$ cat src/rtl/bec_pkg.sv
`default_nettype none
package bec_pkg;

  // configuration register indexes
  localparam int CFG_INDEX_W = 2;
  localparam logic [CFG_INDEX_W-1:0] REG_DIRECTION  = 2'd0;
  localparam logic [CFG_INDEX_W-1:0] REG_MAX_LENGTH = 2'd1;

  localparam logic [15:0] MAX_LENGTH_RESET = 16'd4096;

  // direction codes
  localparam logic DIR_ENCODE = 1'b0;
  localparam logic DIR_DECODE = 1'b1;

  // character codes
  localparam logic [7:0] CH_BACKSLASH = 8'h5C;
  localparam logic [7:0] CH_NEWLINE   = 8'h0A;
  localparam logic [7:0] CH_CR        = 8'h0D;
  localparam logic [7:0] CH_TAB       = 8'h09;
  localparam logic [7:0] CH_LOWER_N   = 8'h6E;
  localparam logic [7:0] CH_LOWER_R   = 8'h72;
  localparam logic [7:0] CH_LOWER_T   = 8'h74;
  localparam logic [7:0] CH_LOWER_X   = 8'h78;
  localparam logic [7:0] CH_SPACE     = 8'h20;
  localparam logic [7:0] CH_DEL       = 8'h7F;

  typedef struct packed {
    logic        direction;
    logic [15:0] max_length;
  } cfg_t;

  // one classified request: up to four bytes, first byte in slot 0
  typedef struct packed {
    logic [3:0][7:0] bytes;
    logic [1:0]      last_idx;
    logic            has_bytes;
    logic            line_end;
    logic            err;
  } job_t;

  function automatic logic is_control(input logic [7:0] b);
    return (b < CH_SPACE) || (b == CH_DEL);
  endfunction

  // upper-case hex digit for a nibble
  function automatic logic [7:0] hex_char(input logic [3:0] nib);
    return (nib < 4'd10) ? (8'h30 + {4'h0, nib}) : (8'h37 + {4'h0, nib});
  endfunction

  // {ok, nibble}; ok low when not 0-9 or A-F
  function automatic logic [4:0] hex_val(input logic [7:0] b);
    logic [7:0] d;
    d = 8'h00;
    if (b inside {[8'h30:8'h39]}) begin
      d = b - 8'h30;
      return {1'b1, d[3:0]};
    end else if (b inside {[8'h41:8'h46]}) begin
      d = b - 8'h37;
      return {1'b1, d[3:0]};
    end
    return 5'b0;
  endfunction

endpackage
`default_nettype wire

$ cat src/rtl/bec_fifo.sv
`default_nettype none
module bec_fifo
  import bec_pkg::*;
(
  input  wire logic clk,
  input  wire logic rst_n,
  input  wire logic push,
  input  wire job_t push_data,
  output logic      push_ready,
  input  wire logic pop,
  output job_t      head,
  output logic      head_valid
);

  job_t       slot_r [2];
  logic       wr_ptr_r, rd_ptr_r;
  logic [1:0] cnt_r;

  logic do_push, do_pop;

  assign push_ready = (cnt_r != 2'd2);
  assign head_valid = (cnt_r != 2'd0);
  assign head       = slot_r[rd_ptr_r];
  assign do_push    = push && push_ready;
  assign do_pop     = pop && head_valid;

  always_ff @(posedge clk) begin
    if (do_push) begin
      slot_r[wr_ptr_r] <= push_data;
    end
  end

  always_ff @(posedge clk) begin
    if (!rst_n) begin
      wr_ptr_r <= 1'b0;
      rd_ptr_r <= 1'b0;
      cnt_r    <= 2'd0;
    end else begin
      if (do_push) wr_ptr_r <= ~wr_ptr_r;
      if (do_pop)  rd_ptr_r <= ~rd_ptr_r;
      case ({do_push, do_pop})
        2'b10:   cnt_r <= cnt_r + 2'd1;
        2'b01:   cnt_r <= cnt_r - 2'd1;
        default: cnt_r <= cnt_r;
      endcase
    end
  end

endmodule
`default_nettype wire

$ cat src/rtl/bec_front.sv
`default_nettype none
module bec_front
  import bec_pkg::*;
#(
  parameter int COUNT_BITS = 16
) (
  input  wire logic       clk,
  input  wire logic       rst_n,
  input  wire cfg_t       cfg,
  input  wire logic       in_valid,
  output logic            in_ready,
  input  wire logic [7:0] in_byte,
  input  wire logic       in_line_end,
  output logic            job_push,
  output job_t            job,
  input  wire logic       job_ready
);

  localparam int CW = (COUNT_BITS + 1 > 17) ? COUNT_BITS + 1 : 17;

  typedef enum logic [1:0] {PH_PLAIN, PH_ESC, PH_HEX_HI, PH_HEX_LO} phase_t;

  phase_t                phase_r, phase_nxt;
  logic [3:0]            high_nib_r, high_nib_nxt;
  logic [COUNT_BITS-1:0] count_r, count_nxt;
  logic                  error_r, error_nxt;

  logic accept;

  assign in_ready = job_ready;
  assign accept   = in_valid && job_ready;
  assign job_push = accept;

  always_comb begin
    logic [2:0]      n;
    logic [3:0][7:0] b;
    logic [4:0]      hv;
    logic [7:0]      dec;
    logic [CW-1:0]   next;
    logic            over;
    n            = 3'd0;
    b            = '0;
    hv           = hex_val(in_byte);
    dec          = {high_nib_r, hv[3:0]};
    next         = '0;
    over         = 1'b0;
    phase_nxt    = phase_r;
    high_nib_nxt = high_nib_r;
    count_nxt    = count_r;
    error_nxt    = error_r;
    if (!error_r) begin
      if (cfg.direction == DIR_ENCODE) begin
        if (in_byte == CH_BACKSLASH) begin
          b = {16'h0, CH_BACKSLASH, CH_BACKSLASH}; n = 3'd2;
        end else if (in_byte == CH_NEWLINE) begin
          b = {16'h0, CH_LOWER_N, CH_BACKSLASH}; n = 3'd2;
        end else if (in_byte == CH_CR) begin
          b = {16'h0, CH_LOWER_R, CH_BACKSLASH}; n = 3'd2;
        end else if (in_byte == CH_TAB) begin
          b = {16'h0, CH_LOWER_T, CH_BACKSLASH}; n = 3'd2;
        end else if (is_control(in_byte)) begin
          b = {hex_char(in_byte[3:0]), hex_char(in_byte[7:4]), CH_LOWER_X, CH_BACKSLASH};
          n = 3'd4;
        end else begin
          b = {24'h0, in_byte}; n = 3'd1;
        end
      end else begin
        case (phase_r)
          PH_PLAIN: begin
            if (in_byte == CH_BACKSLASH) phase_nxt = PH_ESC;
            else if (is_control(in_byte)) error_nxt = 1'b1;
            else begin
              b = {24'h0, in_byte}; n = 3'd1;
            end
          end
          PH_ESC: begin
            phase_nxt = PH_PLAIN;
            if (in_byte == CH_BACKSLASH) begin
              b = {24'h0, CH_BACKSLASH}; n = 3'd1;
            end else if (in_byte == CH_LOWER_N) begin
              b = {24'h0, CH_NEWLINE}; n = 3'd1;
            end else if (in_byte == CH_LOWER_R) begin
              b = {24'h0, CH_CR}; n = 3'd1;
            end else if (in_byte == CH_LOWER_T) begin
              b = {24'h0, CH_TAB}; n = 3'd1;
            end else if (in_byte == CH_LOWER_X) phase_nxt = PH_HEX_HI;
            else error_nxt = 1'b1;
          end
          PH_HEX_HI: begin
            if (!hv[4]) begin
              error_nxt = 1'b1;
              phase_nxt = PH_PLAIN;
            end else begin
              high_nib_nxt = hv[3:0];
              phase_nxt    = PH_HEX_LO;
            end
          end
          PH_HEX_LO: begin
            phase_nxt = PH_PLAIN;
            if (!hv[4] || dec == 8'h00) error_nxt = 1'b1;
            else begin
              b = {24'h0, dec}; n = 3'd1;
            end
          end
          default: phase_nxt = PH_PLAIN;
        endcase
      end
      // length limit covers the whole escape
      next = CW'(count_r) + CW'(n);
      over = (next > CW'(cfg.max_length)) || next[COUNT_BITS];
      if (n != 3'd0) begin
        if (over) begin
          error_nxt = 1'b1;
          n         = 3'd0;
        end else begin
          count_nxt = next[COUNT_BITS-1:0];
        end
      end
      // cut-off escape or empty line
      if (in_line_end && !error_nxt && cfg.direction == DIR_DECODE &&
          (phase_nxt != PH_PLAIN || count_nxt == '0)) begin
        error_nxt = 1'b1;
      end
    end
    job.bytes     = b;
    job.has_bytes = (n != 3'd0);
    job.last_idx  = (n != 3'd0) ? 2'(n - 3'd1) : 2'd0;
    job.line_end  = in_line_end;
    job.err       = error_nxt;
  end

  always_ff @(posedge clk) begin
    if (!rst_n) begin
      phase_r    <= PH_PLAIN;
      high_nib_r <= 4'h0;
      count_r    <= '0;
      error_r    <= 1'b0;
    end else if (accept) begin
      if (in_line_end) begin
        phase_r    <= PH_PLAIN;
        high_nib_r <= 4'h0;
        count_r    <= '0;
        error_r    <= 1'b0;
      end else begin
        phase_r    <= phase_nxt;
        high_nib_r <= high_nib_nxt;
        count_r    <= count_nxt;
        error_r    <= error_nxt;
      end
    end
  end

endmodule
`default_nettype wire

$ cat src/rtl/bec_back.sv
`default_nettype none
module bec_back
  import bec_pkg::*;
(
  input  wire logic clk,
  input  wire logic rst_n,
  input  wire job_t head,
  input  wire logic head_valid,
  output logic      pop,
  output logic       out_valid,
  input  wire logic  out_ready,
  output logic [7:0] out_byte,
  output logic       out_byte_valid,
  output logic       out_run_last,
  output logic       out_line_done,
  output logic       out_line_error
);

  logic [1:0] idx_r;
  logic       valid_r;
  logic [7:0] byte_r;
  logic       bvalid_r, run_last_r, done_r, err_r;

  logic load, last;

  assign load = head_valid && (!valid_r || out_ready);
  assign last = (idx_r == head.last_idx);
  assign pop  = load && last;

  always_ff @(posedge clk) begin
    if (!rst_n) begin
      valid_r <= 1'b0;
      idx_r   <= 2'd0;
    end else begin
      if (load) begin
        valid_r <= 1'b1;
        idx_r   <= last ? 2'd0 : idx_r + 2'd1;
      end else if (out_ready) begin
        valid_r <= 1'b0;
      end
    end
  end

  always_ff @(posedge clk) begin
    if (load) begin
      byte_r     <= head.has_bytes ? head.bytes[idx_r] : 8'h00;
      bvalid_r   <= head.has_bytes;
      run_last_r <= last;
      done_r     <= last && head.line_end;
      err_r      <= head.err;
    end
  end

  assign out_valid      = valid_r;
  assign out_byte       = byte_r;
  assign out_byte_valid = bvalid_r;
  assign out_run_last   = run_last_r;
  assign out_line_done  = done_r;
  assign out_line_error = err_r;

endmodule
`default_nettype wire

$ cat src/rtl/backslash_escape_codec.sv
`default_nettype none
// backslash escape codec: a line-oriented byte stream, one byte per input request with
// in_line_end on the last byte of a line. direction 0 encodes (backslash, newline, cr and
// tab become two-byte escapes, other control bytes and 0x7f become \xHH with upper-case hex),
// direction 1 decodes; out_line_error, sticky to line end, rises on malformed decode input or
// when a line's output would pass max_length bytes; the rest of an errored line is dropped.
// every input request yields one to four result requests, one per produced byte, or a single
// result with out_byte_valid low; out_run_last closes each input's results and out_line_done
// closes the line. rate: the output register sends one result per cycle while out_ready is
// high, so plain bytes and all decode traffic give one result and encode escapes two or four;
// a two-entry queue between classifier and output stage keeps one byte per cycle streaming
// with no bubbles while out_ready holds. the first result of an input passes through the
// queue and then the output register before it shows on the outputs. configuration
// (index 0 direction, index 1 max_length) is to be written by the user only while idle (not
// enforced by the block); cfg_ready is always high and writes to other indexes are ignored
module backslash_escape_codec
  import bec_pkg::*;
#(
  parameter int COUNT_BITS = 16
) (
  input  wire logic                   clk,
  input  wire logic                   rst_n,
  input  wire logic                   cfg_valid,
  output logic                        cfg_ready,
  input  wire logic [CFG_INDEX_W-1:0] cfg_index,
  input  wire logic [15:0]            cfg_data,
  input  wire logic                   in_valid,
  output logic                        in_ready,
  input  wire logic [7:0]             in_byte,
  input  wire logic                   in_line_end,
  output logic                        out_valid,
  input  wire logic                   out_ready,
  output logic [7:0]                  out_byte,
  output logic                        out_byte_valid,
  output logic                        out_run_last,
  output logic                        out_line_done,
  output logic                        out_line_error
);

  // configuration registers
  cfg_t cfg_r;

  // front to queue
  logic job_push, job_ready;
  job_t job;

  // queue to back
  job_t head;
  logic head_valid, pop;

  assign cfg_ready = 1'b1;

  always_ff @(posedge clk) begin
    if (!rst_n) begin
      cfg_r.direction  <= DIR_ENCODE;
      cfg_r.max_length <= MAX_LENGTH_RESET;
    end else if (cfg_valid) begin
      case (cfg_index)
        REG_DIRECTION:  cfg_r.direction  <= cfg_data[0];
        REG_MAX_LENGTH: cfg_r.max_length <= cfg_data;
        default: ;
      endcase
    end
  end

  // classifier: escape state, length count, error tracking
  bec_front #(
    .COUNT_BITS (COUNT_BITS)
  ) u_front (
    .clk         (clk),
    .rst_n       (rst_n),
    .cfg         (cfg_r),
    .in_valid    (in_valid),
    .in_ready    (in_ready),
    .in_byte     (in_byte),
    .in_line_end (in_line_end),
    .job_push    (job_push),
    .job         (job),
    .job_ready   (job_ready)
  );

  // short queue so the classifier keeps going while results wait
  bec_fifo u_fifo (
    .clk        (clk),
    .rst_n      (rst_n),
    .push       (job_push),
    .push_data  (job),
    .push_ready (job_ready),
    .pop        (pop),
    .head       (head),
    .head_valid (head_valid)
  );

  // result stage: walks each request's bytes into the output register
  bec_back u_back (
    .clk            (clk),
    .rst_n          (rst_n),
    .head           (head),
    .head_valid     (head_valid),
    .pop            (pop),
    .out_valid      (out_valid),
    .out_ready      (out_ready),
    .out_byte       (out_byte),
    .out_byte_valid (out_byte_valid),
    .out_run_last   (out_run_last),
    .out_line_done  (out_line_done),
    .out_line_error (out_line_error)
  );

endmodule
`default_nettype wire

$ cat config.mk
export PLATFORM = sky130hd
export DESIGN_NAME = backslash_escape_codec
export DESIGN_NICKNAME = d
export VERILOG_FILES = /design/src/rtl/bec_pkg.sv /design/src/rtl/bec_fifo.sv /design/src/rtl/bec_front.sv /design/src/rtl/bec_back.sv /design/src/rtl/backslash_escape_codec.sv
export SDC_FILE = /design/constraint.sdc
export NUM_CORES = 1
export LEC_CHECK = 0
export BUFFER_PORTS_ARGS = -buffer_cell sky130_fd_sc_hd__buf_2
export CELL_PAD_IN_SITES_DETAIL_PLACEMENT = 1
export CELL_PAD_IN_SITES_GLOBAL_PLACEMENT = 1
export CORE_ASPECT_RATIO = 1.5
export CORE_MARGIN = 4
export CORE_UTILIZATION = 50
export CTS_BUF_LIST = sky130_fd_sc_hd__clkbuf_4 sky130_fd_sc_hd__clkbuf_8
export DETAILED_ROUTE_END_ITERATION = 12
export GPL_ROUTABILITY_DRIVEN = 0
export PLACE_DENSITY_LB_ADDON = 0.1
export RECOVER_POWER = 25
export SYNTH_ARGS = -nofsm -noshare
export SYNTH_HDL_FRONTEND = slang
export SYNTH_SLANG_ARGS = --single-unit
$ cat constraint.sdc
create_clock -name clk -period 6.9 [get_ports clk]
set_input_delay 0.69 -clock clk [delete_from_list [all_inputs] [get_ports clk]]
set_output_delay 0.69 -clock clk [all_outputs]
set_load 0.01 [all_outputs]
; ---- Word-level counts from Yosys, hierarchy flattened
; Memory sizes are Yosys's and may differ from the RTL's. A register that Yosys moved wholly into a read port is not among the register bits.
; Index checks and enable logic that the tools add are counted.
[word_totals]
inputBits = 32
memories = 1
word_cells = 183
ramBits = 74
output_inout_bits = 15
ff_bits = 59
[memory_table]
columns = memory, words, width, read_ports, rd_clocked_by_memory_dff, write_ports, line_no
row1 = u_fifo.slot_r, 2, 37, 1, 1, 1, bec_fifo.sv:15  ; job_t slot_r [2];
[classes]
bitwise = 2
n_mux = 90
reduce_logical = 36
n_eq_ne = 18
n_lt_le_gt_ge = 9
add_sub_neg = 11
[ops]
columns = cell, count
row1 = 2-to-1 mux 32 bit, 11
row2 = case mux 32 bit (3 select lines), 1
row3 = 2-to-1 mux 16 bit, 5
row4 = "equality test 8 x 7 -> 1 bit, second input constant", 6
row5 = 2-to-1 mux 3 bit, 14
row6 = 2-to-1 mux 8 bit, 5
row7 = "adder 6 x 4 -> 7 bit, first input constant", 4
row8 = 2-to-1 mux 1 bit, 27
row9 = 2-to-1 mux 2 bit, 13
row10 = "equality test 8 x 4 -> 1 bit, second input constant", 3
row11 = 2-to-1 mux 4 bit, 6
row12 = adder 16 x 3 -> 17 bit, 1
row13 = greater-than comparator 17 x 16 -> 1 bit, 1
row14 = binary-select mux 8 bit (select 2 bit), 1
row15 = logical NOT 16 bit, 1
row16 = 2-to-1 mux 5 bit, 3
row17 = nonzero test 2 bit, 7
row18 = logical AND 1 bit, 11
row19 = case mux 3 bit (3 select lines), 1
row20 = ">= comparator 8 x 6 -> 1 bit, second input constant", 1
row21 = ">= comparator 8 x 7 -> 1 bit, second input constant", 1
row22 = "<= comparator 8 x 6 -> 1 bit, second input constant", 1
row23 = "<= comparator 8 x 7 -> 1 bit, second input constant", 1
row24 = logical NOT 8 bit, 1
row25 = 21 further kinds, 40

; ---- Longest topological paths before layout
[depth]
word_depth = 24
ltp_mapped = 26
depth_no_buf = 24

; ---- Hierarchy
; From an unflattened synthesis, not the netlist that was laid out.
[unflattened]
cells_unflattened = 734
area_unflattened_um2 = 7591.0
[modules_own_cells]
columns = module, cells_per_inst, n_inst, seq_area_each_um2, area_each_um2
row1 = bec_front, 467, 1, 460.4, 3186.8
row2 = bec_fifo, 139, 1, 2322.2, 2894.0
row3 = bec_back, 52, 1, 420.4, 802.0
row4 = backslash_escape_codec, 76, 1, 340.3, 708.2

; ---- Worst setup path before layout
; Ideal clock, no wire load.
[synth_path]
kind = input to register
start = input port in_byte[0]
end = memory u_fifo.slot_r[0][0] in the netlist's numbering, data pin
path_buffers = 1
setup_ns = 0.259
required_time_ns = 6.641
path_stages = 23
arrival_ns = 5.621
slack_ns = 1.021
path_cell_list = buf_4 inv_1 ha_1 or3b_1 a41o_1 a21oi_1 o2111ai_2 a21boi_2 nor2_1 ha_1 a21o_1 a21oi_1 nor3_1 xor2_1 ha_1 nand4_1 nor3_1 a2111oi_0 a211oi_1 or3_1 a221oi_1 o21ai_1 a31o_1
[synth_rtl]
columns = element, line_no
row1 = "start, declared", backslash_escape_codec.sv:29  ; input wire logic [7:0] in_byte,
row2 = "end, declared", bec_fifo.sv:15

==> metrics.md <==
| Metric | Value |
|---|---|
| CP required | `about 7.1 ns` |
| Worst r2r path cells | `21` |
| # nets final | `795` |
| Slowest library cell on the worst path | `or3_1` |
| Final Hold Vio Count | `0` |
| CP bufs+invs | `3` |
| # IOs | `47` |
| Max_cap viols | `3` |
| Leakage | `approximately 2.7 nW` |
| CTS tree | `built` |
| Largest net degree at the start of global routing | `47` |
| Fillcell total | `about 1,500` |
| Startpoint types | `input pin` |
| GR Overflow Total | `0` |
| Arr. time, crit path | `around 6.4 ns` |
| Slew Viols, Final | `102` |
| Diodes inserted | `0` |
| Hold_sp | `cfg_r[5]` |
| Flop2flop setup slack | `between 1 and 1.5 ns` |
| Final WL | `between 15 and 20 mm` |
| Reg-to-Reg Start | `u_front.phase_r[1]` |
| Longest Clk Path Bufs | `2` |
| Worst setup EP type | `register` |
| Placement Setup Slack | `roughly 0.24 ns` |
| Initial Utilization | `around half` |
| Top cell by count, worst path | `ha_1` |
| Cell variety after synth | `82` |
| Max Freq | `0.161 GHz` |
| Critical path type | `in2reg` |
| Slew margin rel. | `-25.0%` |
| Final min period | `approximately 6.2 ns` |
| Worst VDD drop | `roughly 130 uV` |
| Vias in the first global route | `between 6,000 and 7,000` |
| Root Buffer | `clkbuf_8` |
| Failing checks | `capacitance limit, slew limit` |
| Proportion of layout cells with a drive suffix above 1 | `13.6%` |
| H-tree depth | `4` |
| DR vias/cell | `approximately 6.1` |
| Area occupied by multi-input gates | `3380 um^2` |
| EDFF count, synth | `between 70 and 80` |
| Top cells by area, synth | `edfxtp_1 (33%), dfxtp_1 (14%), ha_1 (5.4%)` |
| Crit Path Max Fanout | `9` |
| Commonest cells after routing, fill and taps aside | `edfxtp_1 (78), nand2_1 (76), a21oi_1 (61)` |
| Reg-to-reg endpoint | `u_fifo.slot_r[0][0]` |
| Hold EP | `cfg_r[5]` |
| Delay-heaviest family, CP | `compound AO/OA/AOI/OAI gates` |
| Power per Cell Area | `approximately 280 nW/um^2` |
| CP max stage delay | `roughly 0.45 ns` |
| Post-CTS Setup Inserts | `0` |
| Post-synth ARST share | `0%` |
| Status | `finished with violations` |
| Skew-Pair Late Insertion Delay | `0.45 ns` |
| Layout area overhead | `9.61%` |
| Synth warn | `0` |
| DRT antenna net count | `0` |
| Final worst path period share | `90.2%` |
| Synth Flop Type | `edfxtp_1` |
| Post-Syn Area | `6990 um^2` |
| CP cell instances | `buf_2 -> inv_1 -> ha_1 -> o21bai_1 -> nand3_1 -> a2111oi_2 -> o2111ai_2 -> a21boi_2 -> nor2_1 -> ha_1 -> a21o_1 -> a21oi_1 -> nor3_1 -> xor2_1 -> ha_1 -> nand4_1 -> nor3_1 -> a2111oi_0 -> buf_4 -> a211oi_1 -> or3_1 -> a221oi_1 -> o21ai_1 -> a31o_1` |
| Die Area | `roughly 16,000 um^2` |
| Hold_buf cts | `0` |
| Worst Slack Setup Final | `approximately 0.68 ns` |
| Area share of the largest cell type after synthesis | `about 33%` |
| Least-Margin Pin Slew | `1.88 ns` |
| CTS Sinks | `around 130` |
| Most common cell after layout, fill and taps aside | `edfxtp_1` |
| GRT Total Usage | `24.6%` |
| WL/cell | `between 20 and 25 um` |
| DRT Pass-1 Iters | `4` |
| Hold Crit Class | `reg2reg` |
| Average cell area after synthesis | `between 10 and 15 um^2` |
| Num rows | `52` |
| Final setup viols | `0` |
| Mapped Cells | `694` |
| Via count | `between 5,000 and 6,000` |
| CTS buffer count | `17` |
| WHS Path Cells | `2` |
| Final TNS setup | `0 ns` |
| Post_cts resized | `0` |
| Seq/Total Area, Yosys | `between 40% and 50%` |
| Final Util | `a little under three fifths` |
| DRC | `0` |
| IO buf count | `45` |
| Clk_skew | `0.0137 ns` |
| Vert. Die Dim | `153 um` |
| Initial antenna violation count | `0` |
| RSZ-0062 raised after global routing | `no` |
| First-pass GRT wire length | `approximately 31 mm` |
| Core Region | `roughly 14,000 um^2` |
| Clock-pin slew on the worst setup and hold paths | `around 0.08 ns` |
| Seq cells post-synth | `~130` |
| Sequential Area | `around 3300 um^2` |
| First DRT Iteration DRCs | `255` |
| Cell taking the most area after synthesis | `edfxtp_1` |
| Chip width | `about 100 um` |
| DP Wirelength | `14.3 mm` |
kinds of logic after synthesis:
kind of cell	Yosys count	synth area share (%)
fa+ha+maj	31	5.65
other cells	2	0.107
xor+xnor	24	3.01
simple gates	246	17.9
flops	126	47.2
compound gates	158	14.7
mux	31	6.80
buf+inv	76	4.62
Yosys cell counts, types with 3 or more instances:
master and n:
buf_2 5, or3_1 6, dfxtp_1 48, edfxtp_1 78, a31oi_1 5, nand3_1 10
o31ai_1 3, o21a_1 3, nor2b_1 5, buf_1 8, o22ai_1 3, buf_4 4
a21oi_1 61, and2_1 6, o21ai_1 3, nand3b_1 3, ha_1 30, mux4_2 13
nor4_1 9, nor3_1 23, nand2_1 76, a211oi_1 5, and3_1 6, clkbuf_1 19
xor2_1 7, o211ai_1 4, a22oi_1 6, nor3b_1 5, a221oi_1 3, a21o_1 6
or2_2 3, xnor2_1 17, nand4_1 5, inv_1 36, nand2b_1 8, a311oi_1 3
nor2_1 59, or4_1 3, mux2i_1 16, o21ai_0 25
final cells by class:
cell class | instances | share of cell area [%]
well taps | 162 | 2.64
inverters | 37 | 1.81
clock buffers | 17 | 3.05
multi-input cells | 495 | 44.1
flip-flops and latches | 126 | 43.1
repair buffers | 55 | 3.54
clock inverters | 15 | 1.75
worst min-delay path, stage by stage, from the launching register on:
cell	delay [ns]
dfxtp_1	0.32
nand2_1	0.05
a21oi_1	0.05
power by group:
group	internal [mW]	switching, mW	leakage, nW
registers	0.948	0.0641	1.13
logic	0.214	0.319	1.44
clock network	0.287	0.319	0.177
total	1.45	0.702	2.74
flip-flops by register name, indices dropped and copies added, names as in the netlist, named ones only:
signal,cells
u_back.out_line_done,1
u_fifo.cnt_r,2
u_fifo.wr_ptr_r,1
u_fifo.slot_r,66
u_front.error_r,1
u_back.out_line_error,1
u_back.out_valid,1
u_fifo.rd_ptr_r,1
u_front.count_r,16
u_front.phase_r,2
u_back.out_run_last,1
u_front.high_nib_r,4
u_back.out_byte,8
u_back.out_byte_valid,1
u_back.idx_r,2
cfg_r,17
worst max path at each step:
stage / startpoint / end / depth (start not counted)
after detailed placement: in_byte[0] / u_fifo.slot_r[1][0] / 24
after floorplan: in_byte[0] / u_fifo.slot_r[0][0] / 23
after CTS: in_byte[0] / u_fifo.slot_r[0][0] / 24
after global placement: in_byte[1] / u_fifo.slot_r[0][0] / 24
final: in_byte[0] / u_fifo.slot_r[0][0] / 24
after global routing: in_byte[0] / u_front.count_r[8] / 26
metal layers:
| metal | global-route usage, % | vias up | wire, um |
|---|---|---|---|
| li1 | - | 2622 | - |
| met1 | 24.3 | 2754 | 6870 |
| met2 | 49.1 | 130 | 11200 |
| met3 | 3.25 | 55 | 567 |
| met4 | 11.9 | 0 | 771 |
| met5 | 0 | - | 0 |
metrics by stage:
| stage | cells | hold WS, ns | power (mW) | area [um^2] |
|---|---|---|---|---|
| 2_1_floorplan | 697 | 0.436 | 1.39 | 7010 |
| 3_3_place_gp | 875 | 0.444 | 1.54 | 7330 |
| 3_5_place_dp | 875 | 0.450 | 1.58 | 7330 |
| 4_1_cts | 907 | 0.451 | 2.19 | 7700 |
| 5_1_grt | 907 | 0.456 | 2.27 | 7670 |
| 6_report | 907 | 0.459 | 2.15 | 7670 |
Note: power is estimated with default switching activity, not from simulation.
